`config.mk`:
```
export PLATFORM = sky130hd
export DESIGN_NAME = unsigned_to_ascii_radix_top
export DESIGN_NICKNAME = d
export VERILOG_FILES = /design/src/sv/u2a_pkg.sv /design/src/sv/u2a_ctrl.sv /design/src/sv/u2a_dpath.sv /design/src/sv/unsigned_to_ascii_radix_top.sv
export SDC_FILE = /design/constraint.sdc
export NUM_CORES = 1
export LEC_CHECK = 0
export BUFFER_PORTS_ARGS = -buffer_cell sky130_fd_sc_hd__buf_2
export CORE_ASPECT_RATIO = 1.25
export CORE_MARGIN = 5
export CORE_UTILIZATION = 30
export CTS_CLUSTER_SIZE = 24
export DETAILED_ROUTE_END_ITERATION = 6
export PLACE_DENSITY = 0.43
export SYNTH_ARGS = -nofsm -noshare
export SYNTH_HDL_FRONTEND = slang
export SYNTH_SLANG_ARGS = --single-unit
```
`constraint.sdc`:
```
create_clock -name clk -period 30.6 [get_ports clk]
set_input_delay 9.18 -clock clk [delete_from_list [all_inputs] [get_ports clk]]
set_output_delay 9.18 -clock clk [all_outputs]
set_load 0.01 [all_outputs]
```
`src/sv/u2a_pkg.sv`:
```
// ----------------------------------------------------------------------------
// u2a_pkg: shared types and constants for the unsigned-to-ASCII converter
// Widths, ASCII offsets, controller states and the control/status bundles.
// ----------------------------------------------------------------------------
package u2a_pkg;

  localparam int VALUE_WIDTH_DEF = 32;
  localparam int RADIX_W         = 5;
  localparam int DIGIT_W         = 4;
  localparam int CHAR_W          = 7;
  localparam int OUT_DATA_W      = 8;
  localparam int BITS_PER_CYCLE  = 8;

  localparam logic [RADIX_W-1:0] RADIX_MIN = 5'd2;
  localparam logic [RADIX_W-1:0] RADIX_MAX = 5'd16;

  localparam logic [CHAR_W-1:0] ASCII_ZERO   = 7'd48;
  localparam logic [CHAR_W-1:0] UPPER_OFFSET = 7'd55;
  localparam logic [CHAR_W-1:0] LOWER_OFFSET = 7'd87;

  typedef enum logic [1:0] {
    S_IDLE,
    S_DIV,
    S_READ,
    S_EMIT
  } state_t;

  typedef struct packed {
    logic load;
    logic step;
    logic rd;
    logic pop;
  } cmd_t;

  typedef struct packed {
    logic chunk_last;
    logic quot_zero;
    logic last_digit;
  } sts_t;

  function automatic logic [CHAR_W-1:0] digit_char(input logic [DIGIT_W-1:0] d,
                                                   input logic upper);
    logic [CHAR_W-1:0] dx;
    dx = CHAR_W'(d);
    if (d <= 4'd9) begin
      return dx + ASCII_ZERO;
    end
    return dx + (upper ? UPPER_OFFSET : LOWER_OFFSET);
  endfunction

  function automatic logic [RADIX_W-1:0] clamp_radix(input logic [RADIX_W-1:0] r);
    if (r < RADIX_MIN) begin
      return RADIX_MIN;
    end
    if (r > RADIX_MAX) begin
      return RADIX_MAX;
    end
    return r;
  endfunction

endpackage

```
`src/sv/u2a_ctrl.sv`:
```
// ----------------------------------------------------------------------------
// u2a_ctrl: sequencer for the unsigned-to-ASCII converter
// Accepts one request, runs the digit divisions, then pops digits out.
// ----------------------------------------------------------------------------
module u2a_ctrl (
  input  logic          clk,
  input  logic          rst,
  input  logic          in_valid,
  output logic          in_ready,
  output logic          out_valid,
  input  logic          out_ready,
  input  u2a_pkg::sts_t sts,
  output u2a_pkg::cmd_t cmd
);

  u2a_pkg::state_t state, state_next;

  always_ff @(posedge clk) begin
    if (rst) begin
      state <= u2a_pkg::S_IDLE;
    end else begin
      state <= state_next;
    end
  end

  always_comb begin
    state_next = state;
    in_ready   = 1'b0;
    out_valid  = 1'b0;
    cmd        = '0;
    unique case (state)
      u2a_pkg::S_IDLE: begin
        in_ready = 1'b1;
        if (in_valid) begin
          cmd.load   = 1'b1;
          state_next = u2a_pkg::S_DIV;
        end
      end
      u2a_pkg::S_DIV: begin
        cmd.step = 1'b1;
        if (sts.chunk_last && sts.quot_zero) begin
          state_next = u2a_pkg::S_READ;
        end
      end
      u2a_pkg::S_READ: begin
        cmd.rd     = 1'b1;
        state_next = u2a_pkg::S_EMIT;
      end
      u2a_pkg::S_EMIT: begin
        out_valid = 1'b1;
        if (out_ready) begin
          cmd.pop    = 1'b1;
          state_next = sts.last_digit ? u2a_pkg::S_IDLE : u2a_pkg::S_READ;
        end
      end
      default: state_next = u2a_pkg::S_IDLE;
    endcase
  end

endmodule

```
`src/sv/u2a_dpath.sv`:
```
// ----------------------------------------------------------------------------
// u2a_dpath: divider, digit stack and character encoder
// Long division by the radix, several quotient bits per cycle; remainders
// are pushed on a small stack and read back most significant first.
// ----------------------------------------------------------------------------
module u2a_dpath #(
  parameter int VALUE_WIDTH = u2a_pkg::VALUE_WIDTH_DEF
) (
  input  logic                            clk,
  input  logic                            rst,
  input  u2a_pkg::cmd_t                   cmd,
  output u2a_pkg::sts_t                   sts,
  input  logic [VALUE_WIDTH-1:0]          value,
  input  logic [u2a_pkg::RADIX_W-1:0]     radix,
  input  logic                            upper_case,
  output logic [u2a_pkg::CHAR_W-1:0]      character
);

  localparam int BPC    = u2a_pkg::BITS_PER_CYCLE;
  localparam int CHUNKS = (VALUE_WIDTH + BPC - 1) / BPC;
  localparam int PAD_W  = CHUNKS * BPC;
  localparam int CNT_W  = (CHUNKS > 1) ? $clog2(CHUNKS) : 1;
  localparam int PTR_W  = $clog2(VALUE_WIDTH + 1);
  localparam int AW     = $clog2(VALUE_WIDTH);
  localparam int DW     = u2a_pkg::DIGIT_W;
  localparam int RW     = u2a_pkg::RADIX_W;

  logic [PAD_W-1:0] num;
  logic [PAD_W-1:0] num_next;
  logic [DW-1:0]    rem;
  logic [DW-1:0]    rem_next;
  logic [RW-1:0]    base;
  logic             upper;
  logic [CNT_W-1:0] cnt;
  logic [PTR_W-1:0] ptr;
  logic [DW-1:0]    mem_q;
  logic [AW-1:0]    rd_addr;
  logic             chunk_last;

  logic [DW-1:0] digits_mem [VALUE_WIDTH];

  // one chunk of restoring division, MSB first
  always_comb begin
    logic [RW-1:0] t;
    logic [DW-1:0] r;
    logic [PAD_W-1:0] q;
    r = rem;
    q = num;
    for (int i = 0; i < BPC; i++) begin
      t = {r, q[PAD_W-1]};
      q = {q[PAD_W-2:0], 1'b0};
      if (t >= base) begin
        r    = DW'(t - base);
        q[0] = 1'b1;
      end else begin
        r = t[DW-1:0];
      end
    end
    rem_next = r;
    num_next = q;
  end

  assign chunk_last = (cnt == CNT_W'(CHUNKS - 1));
  assign rd_addr    = AW'(ptr - PTR_W'(1));

  always_ff @(posedge clk) begin
    if (rst) begin
      cnt <= '0;
      ptr <= '0;
    end else if (cmd.load) begin
      cnt <= '0;
      ptr <= '0;
    end else if (cmd.step) begin
      if (chunk_last) begin
        cnt <= '0;
        ptr <= ptr + PTR_W'(1);
      end else begin
        cnt <= cnt + CNT_W'(1);
      end
    end else if (cmd.pop) begin
      ptr <= ptr - PTR_W'(1);
    end
  end

  always_ff @(posedge clk) begin
    if (cmd.load) begin
      num   <= PAD_W'(value);
      rem   <= '0;
      base  <= u2a_pkg::clamp_radix(radix);
      upper <= upper_case;
    end else if (cmd.step) begin
      num <= num_next;
      rem <= chunk_last ? '0 : rem_next;
    end
  end

  always_ff @(posedge clk) begin
    if (cmd.step && chunk_last) begin
      digits_mem[ptr[AW-1:0]] <= rem_next;
    end
    if (cmd.rd) begin
      mem_q <= digits_mem[rd_addr];
    end
  end

  assign character      = u2a_pkg::digit_char(mem_q, upper);
  assign sts.chunk_last = chunk_last;
  assign sts.quot_zero  = (num_next == '0);
  assign sts.last_digit = (ptr == PTR_W'(1));

endmodule

```
`src/sv/unsigned_to_ascii_radix_top.sv`:
```
// ----------------------------------------------------------------------------
// unsigned_to_ascii_radix_top: unsigned number to ASCII digits, radix 2..16
// Emits the digits most significant first, one per output request, with
// tlast on the final digit.
//
//   channel  dir  tdata (low bit up)                        tlast
//   s_axis   in   value, radix[4:0], upper_case, zero pad   -
//   m_axis   out  character[6:0], zero                      last digit
//
// The divider retires 8 quotient bits a cycle; each digit is then read back
// from the stack and held on the output until m_tready is high.
// One request in flight; s_tready is high only while idle.
// rst is synchronous; the digit stack needs no clearing.
// ----------------------------------------------------------------------------
module unsigned_to_ascii_radix_top #(
  parameter int VALUE_WIDTH = u2a_pkg::VALUE_WIDTH_DEF
) (
  input  logic clk,
  input  logic rst,
  input  logic s_tvalid,
  output logic s_tready,
  // value, radix[4:0], upper_case, zero pad
  input  logic [((VALUE_WIDTH + u2a_pkg::RADIX_W + 1 + 7) / 8) * 8 - 1:0] s_tdata,
  output logic m_tvalid,
  input  logic m_tready,
  // character[6:0], zero
  output logic [u2a_pkg::OUT_DATA_W-1:0] m_tdata,
  output logic m_tlast
);

  localparam int RW = u2a_pkg::RADIX_W;

  u2a_pkg::cmd_t               cmd;
  u2a_pkg::sts_t               sts;
  logic [u2a_pkg::CHAR_W-1:0]  character;

  u2a_ctrl u_ctrl (
    .clk       (clk),
    .rst       (rst),
    .in_valid  (s_tvalid),
    .in_ready  (s_tready),
    .out_valid (m_tvalid),
    .out_ready (m_tready),
    .sts       (sts),
    .cmd       (cmd)
  );

  u2a_dpath #(
    .VALUE_WIDTH (VALUE_WIDTH)
  ) u_dpath (
    .clk        (clk),
    .rst        (rst),
    .cmd        (cmd),
    .sts        (sts),
    .value      (s_tdata[VALUE_WIDTH-1:0]),
    .radix      (s_tdata[VALUE_WIDTH +: RW]),
    .upper_case (s_tdata[VALUE_WIDTH + RW]),
    .character  (character)
  );

  assign m_tdata = u2a_pkg::OUT_DATA_W'(character);
  assign m_tlast = sts.last_digit;

  a_one_side : assert property (@(posedge clk) disable iff (rst)
    !(s_tready && m_tvalid))
    else $error("input and output active together");

  a_busy_after_accept : assert property (@(posedge clk) disable iff (rst)
    (s_tvalid && s_tready) |=> !s_tready)
    else $error("second request taken while busy");

  a_idle_after_last : assert property (@(posedge clk) disable iff (rst)
    (m_tvalid && m_tready && m_tlast) |=> s_tready)
    else $error("not idle after last digit");

  a_char_range : assert property (@(posedge clk) disable iff (rst)
    m_tvalid |-> (m_tdata[6:0] >= 7'd48 && m_tdata[6:0] <= 7'd102))
    else $error("character out of range");

endmodule
```
Yosys cells after proc, flatten, opt, wreduce, memory -nomap -nowiden --
Memory sizes are Yosys's and may differ from the RTL's. A register that Yosys moved wholly into a read port is not among the register bits. Cells that the tools add are included.
Word-level totals: memories 1, bits in writable memories 128, word-level logic and storage cells 101, bits of input ports 44, output and inout port bits 11, register bits 52
Memories:
- u_dpath.digits_mem | words 32, width 4, read ports 1, clocked after Yosys merged registers in 1, wr ports 1, line u2a_dpath.sv:40 | logic [DW-1:0] digits_mem [VALUE_WIDTH];
Cells by class: $lt $le $gt $ge 11, $add $sub $neg 13, mux-type cells 51, equal/unequal tests 9, reduce and logical (&&, ||, !) cells 9
Operators by type and width (count):
- 32-bit two-way mux | 2
- 5-bit >= comparator | 8
- 4-bit two-way mux | 9
- 32-bit zero test | 1
- 4-bit subtractor | 8
- 1-bit two-way mux | 24
- 7-bit two-way mux | 3
- 5-bit two-way mux | 4
- 6-bit two-way mux | 3
- 2-bit two-way mux | 5
- 2-bit case mux with 4 select lines | 1
- 4-bit by 6-bit adder with 7-bit output (second input constant) | 1
- 4-bit by 7-bit adder with 7-bit output | 1
- 6-bit by 1-bit adder with 6-bit output (second input constant) | 1
- 2-bit == test (second input constant) | 3
- 6-bit by 1-bit == test with 1-bit output (second input constant) | 1
- 2-bit inequality test (second input constant) | 3
- 6-bit by 1-bit subtractor with 6-bit output (second input constant) | 1
- 5-bit > comparator (second input constant) | 1
- 5-bit by 2-bit less-than comparator with 1-bit output (second input constant) | 1
- 4-bit less-or-equal comparator (second input constant) | 1
- 2-bit nonzero test | 2
- 3-bit AND reduction | 1
- 2-bit by 1-bit adder with 2-bit output (second input constant) | 1
- 6 further kinds | 7

Depth between registers and ports, before layout --
word-level depth 20, mapped depth 50, gate-level depth less buffers 50

By module --
Synthesis repeated with hierarchy kept, for this count alone.
Second synthesis, totals: cell total of the unflattened synthesis 679, area, all modules 9658.0 um^2
Modules (own cells, without submodules):
- u2a_dpath | times used 1, cells each 658, seq. area each 5345.1 um^2, area each 9496.6 um^2
- u2a_ctrl | times used 1, cells each 19, seq. area each 40.0 um^2, area each 150.1 um^2
- unsigned_to_ascii_radix_top | times used 1, cells each 2, seq. area each 0.0 um^2, area each 11.3 um^2

Worst setup path after synthesis --
Ideal clock, no wire load.
kind reg-to-reg, start point reg u_dpath.base[1], end point mem u_dpath.digits_mem[0][2] (netlist name) (data pin), clock period less this slack 12343 ps, slack 18257 ps, library setup time 477 ps, required time 30123 ps, stages on the path, launching flop included 45, arrival time 11865 ps, path buffers 1, cells stage by stage edfxtp_1 inv_1 ha_1 a31oi_1 o21ai_1 mux2_2 ha_1 a21o_1 a31oi_1 o21ai_1 mux2_2 ha_1 nand2_1 o21ai_1 mux2_2 ha_1 a21oi_1 inv_1 (+9 left out) ha_1 nand2_1 o21ai_0 a31o_2 clkbuf_1 mux2i_1 ha_1 a21o_1 a31oi_1 o21ai_2 and2_1 a211oi_1 ha_1 a21oi_1 a21boi_0 a311oi_1 nor2_1 a211oi_1
Between the ends: longest elaborated chain between the ends 16, elaborated cells between the ends (all ways) 24, those cells by class add/sub (8); order compare (8); mux (8)
RTL lines:
- start: declaration | line u2a_dpath.sv:32 | logic [RW-1:0] base;
- start signal: assignment | line u2a_dpath.sv:89 | base <= u2a_pkg::clamp_radix(radix);
- 4-bit subtractor / 5-bit >= comparator (equally long branches) | line u2a_dpath.sv:53, u2a_dpath.sv:52
- 4-bit two-way mux | line u2a_dpath.sv:52 | if (t >= base) begin
- 4-bit subtractor / 5-bit >= comparator (equally long branches) | line u2a_dpath.sv:53, u2a_dpath.sv:52
- 4-bit two-way mux | line u2a_dpath.sv:52
- 4-bit subtractor / 5-bit >= comparator (equally long branches) | line u2a_dpath.sv:53, u2a_dpath.sv:52
- 4-bit two-way mux | line u2a_dpath.sv:52
- 5-bit >= comparator / 4-bit subtractor (equally long branches) | line u2a_dpath.sv:52, u2a_dpath.sv:53
- 4-bit two-way mux | line u2a_dpath.sv:52
- 4-bit subtractor / 5-bit >= comparator (equally long branches) | line u2a_dpath.sv:53, u2a_dpath.sv:52
- 4-bit two-way mux | line u2a_dpath.sv:52
- 4-bit subtractor / 5-bit >= comparator (equally long branches) | line u2a_dpath.sv:53, u2a_dpath.sv:52
- 4-bit two-way mux | line u2a_dpath.sv:52
- 5-bit >= comparator / 4-bit subtractor (equally long branches) | line u2a_dpath.sv:52, u2a_dpath.sv:53
- 4-bit two-way mux | line u2a_dpath.sv:52
- 4-bit subtractor / 5-bit >= comparator (equally long branches) | line u2a_dpath.sv:53, u2a_dpath.sv:52
- 4-bit two-way mux (*) | line u2a_dpath.sv:52
- net u_dpath.rem_next[2] | line u2a_dpath.sv:31 | logic [DW-1:0] rem_next;
- end: declaration | line u2a_dpath.sv:40
The timed path passes the listed nets; every way through them passes the cells marked *.

Final worst setup path --
start point reg u_dpath.base[1], end point mem u_dpath.digits_mem[30][1] (netlist name) (data pin)
The elaborated chain is that of the path after synthesis.

==> flow_summary.ini <==
[final_layout]
final.fill_count = 3216
layout.cells.most_common_list = sky130_fd_sc_hd__edfxtp_1, sky130_fd_sc_hd__nand2_1, sky130_fd_sc_hd__nor2_1, sky130_fd_sc_hd__buf_2, sky130_fd_sc_hd__ha_1
final_common_cell = sky130_fd_sc_hd__edfxtp_1
share_of_cells_above_drive_strength_1 = 0.1652
final_net_count = 898
area_growth_syn_to_layout_pct = 13.63
antenna_diode_count = 0
register_area_mm2 = 0.005386
multi_input_comb_area_mm2 = 0.003998

[synthesis]
mappedNetlistNets = 846
yosys_warnings = 0
synth_largest_area_cell = sky130_fd_sc_hd__edfxtp_1
synth_cells = 746
synth_enable_flop_cells = 170
synth-async-reset-ratio = 0
post_synth_num_cell_types = 64
synth_top_area_frac = 0.5288
syn_area_per_cell_um2 = 12.94
ys_seq_area_frac = 0.5578
syn-cell-area_mm2 = 0.009654
yosys_register_bits = 184
dominantRegCellSynth = sky130_fd_sc_hd__edfxtp_1
netlist_top_cells_area = sky130_fd_sc_hd__edfxtp_1, sky130_fd_sc_hd__mux4_1, sky130_fd_sc_hd__ha_1, sky130_fd_sc_hd__nand2_1, sky130_fd_sc_hd__mux4_2

[grt]
grt.overflow.total = 0
grt_start_max_net_pins = 40
grt_antenna_before_repair = 0
grt_first_pass_wirelength_um = 35470
grt_pass1_vias = 6222
global_route.usage.total = 0.1293

[detailed_routing]
post_detailed_route_count_of_antenna_violating_nets = 0
route.vias.total = 5931
detail_route.vias_per_cell = 4.850
dr.pass1.iters = 5
wl_per_cell_um = 18.51
drt-initial-drc-count = 262
drc_errors = 0
totalWireLength_um = 22640

[clock_tree]
cts_repair_resize_count = 0
worst_case_clock_buffer_depth = 2
hold_buffer_count_at_cts = 0
cts.root.buffer_cell = sky130_fd_sc_hd__clkbuf_16
cts-htree-levels = 4
clk_pin_slew_ns = 0.07
worstSkewPairLatency_ns = 0.43
clock_tree_from_tritoncts = done
numCtsBuffers = 17
cts_setup_buffers = 0
numClockSinks = 184

[sta]
final_period_minus_worst_setup_slack_ns = 15.10
worst_slew_pin_tran_ns = 0.9641
fmax_mhz = 66.22
layout_worst_path_cycle_share = 0.4935
maxSlewHeadroom = 0.3435
timing.final.hold_violations = 0
report.final.setup_viol = 0
final.setup.tns_ns = 0
grt_setup_unrepaired = no
final.setup_skew_ns = 0.01547
maxSlewViolCount = 0

[floorplanning]
floorplan.die.height_um = 210.6
die_w_um = 170.5
area_of_the_core_region_mm2 = 0.03179
row_count = 73
initial_core_util = 0.3037
floorplan.io_pins = 55
fp.dieArea_mm2 = 0.03589

[setup_path]
crit_path_max_delay_cell_type = sky130_fd_sc_hd__mux2i_4
path_max_fanout = 33
critical_path_required_ns = 30.69
critPathCaptureType = flip-flop
timing.critical_path.from_type = flip-flop
critical-path-max-stage-delay_ns = 0.80
critical_path.top_delay_family = compound AO/OA/AOI/OAI gates
critical_path.most_common_cell = sky130_fd_sc_hd__ha_1
worstSetupPathType = reg -> reg
critPathBufInv = 4
worstPathArrival_ns = 15.19

[placement]
place.port_buffers = 51
dp_hpwl_um = 16240
gp_congestion = 0.7568

[min_path]
holdCritPathClass = reg -> reg

[run_status]
outcome = finished, final reports clean

[flow_run]
max-cap-violations = 0
==> logic make-up (layout without fill, tap and decap cells) <==
group	after synthesis	in the layout	share of synthesized area
buffers and inverters	66	131	0.03136
flip-flops	184	184	0.5578
other	1	1	0.0003884
adder cells (fa/ha/maj)	56	56	0.07880
AND/OR/NAND/NOR	259	259	0.1208
AO/OA/AOI/OAI	95	95	0.06312
multiplexers	60	60	0.1251
XOR/XNOR	25	25	0.02268
==> through the flow <==
stage	setup WS [ns]	util	hold WS [ns]	cells	cell area (um^2)
2_1_floorplan	18.26	-	0.4400	746	9654
3_3_place_gp	14.96	0.3261	0.4480	1191	10360
3_5_place_dp	14.93	0.3261	0.4553	1191	10360
4_1_cts	14.89	0.3451	0.4650	1223	10970
5_1_grt	13.74	0.3451	0.4889	1223	10970
6_report	15.50	0.3451	0.4632	1223	10970
==> worst min-delay path, stage by stage (launching register included) <==
cell	delay, ns
sky130_fd_sc_hd__dfxtp_1	0.31
sky130_fd_sc_hd__nand2_1	0.05
sky130_fd_sc_hd__a21oi_1	0.05
==> Yosys cell counts (all sizes together) (2+ instances only) <==
cell type and number:
a211oi 4, nor3b 4, o21ai 14, a31oi 6, mux2i 7, o21a 4, nor2b 9, xnor2 20
edfxtp 170, buf 9, nand2b 6, nand3b 4, xor2 5, a32o 2, nor2 86, nand3 11
nor3 14, and2 3, a21oi 36, mux4 40, and4b 2, or3 2, or3b 2, ha 48
inv 40, nand2 99, a31o 3, fa 8, a21boi 3, nand4 4, and3 3, dlygate4sd1 2
a21o 11, nor4 7, clkbuf 15, dfxtp 14, mux2 13
==> layer usage <==
metal  share of wire  up-vias  GRT usage
met5               0        -          0
met2            0.52      127     0.2282
met4          0.0091        0    0.02782
met3           0.035       11    0.02570
met1            0.44     2898     0.1643
li1                -     2895          -
==> registers in the layout, indices dropped and copies added (netlist names) <==
| name | count |
|---|---|
| u_dpath.num | 32 |
| u_dpath.digits_mem | 128 |
| u_dpath.mem_q | 4 |
| u_dpath.upper | 1 |
| u_ctrl.state | 2 |
| u_dpath.rem | 4 |
| u_dpath.ptr | 6 |
| u_dpath.cnt | 2 |
| u_dpath.base | 5 |
==> layout make-up <==
cell class,instances,share of cell area
Sequential cell,184,0.4910
Multi-Input combinational cell,496,0.3644
Tap cell,412,0.04699
Clock buffer,17,0.03878
Timing Repair Buffer,59,0.02874
Clock inverter,15,0.01642
Inverter,40,0.01369
==> final timing paths <==
kind,from,to,slack (ns),cells past startpoint
min reg2reg,u_dpath.cnt[1],u_dpath.cnt[1],0.46,2
max reg2reg,u_dpath.base[1],u_dpath.digits_mem[30][1],15.50,45
min,u_dpath.cnt[1],u_dpath.cnt[1],0.46,2
max,u_dpath.base[1],u_dpath.digits_mem[30][1],15.50,45
Power is not shown: default switching activity piles up to over one toggle a cycle in this logic, so the estimate is an artifact.
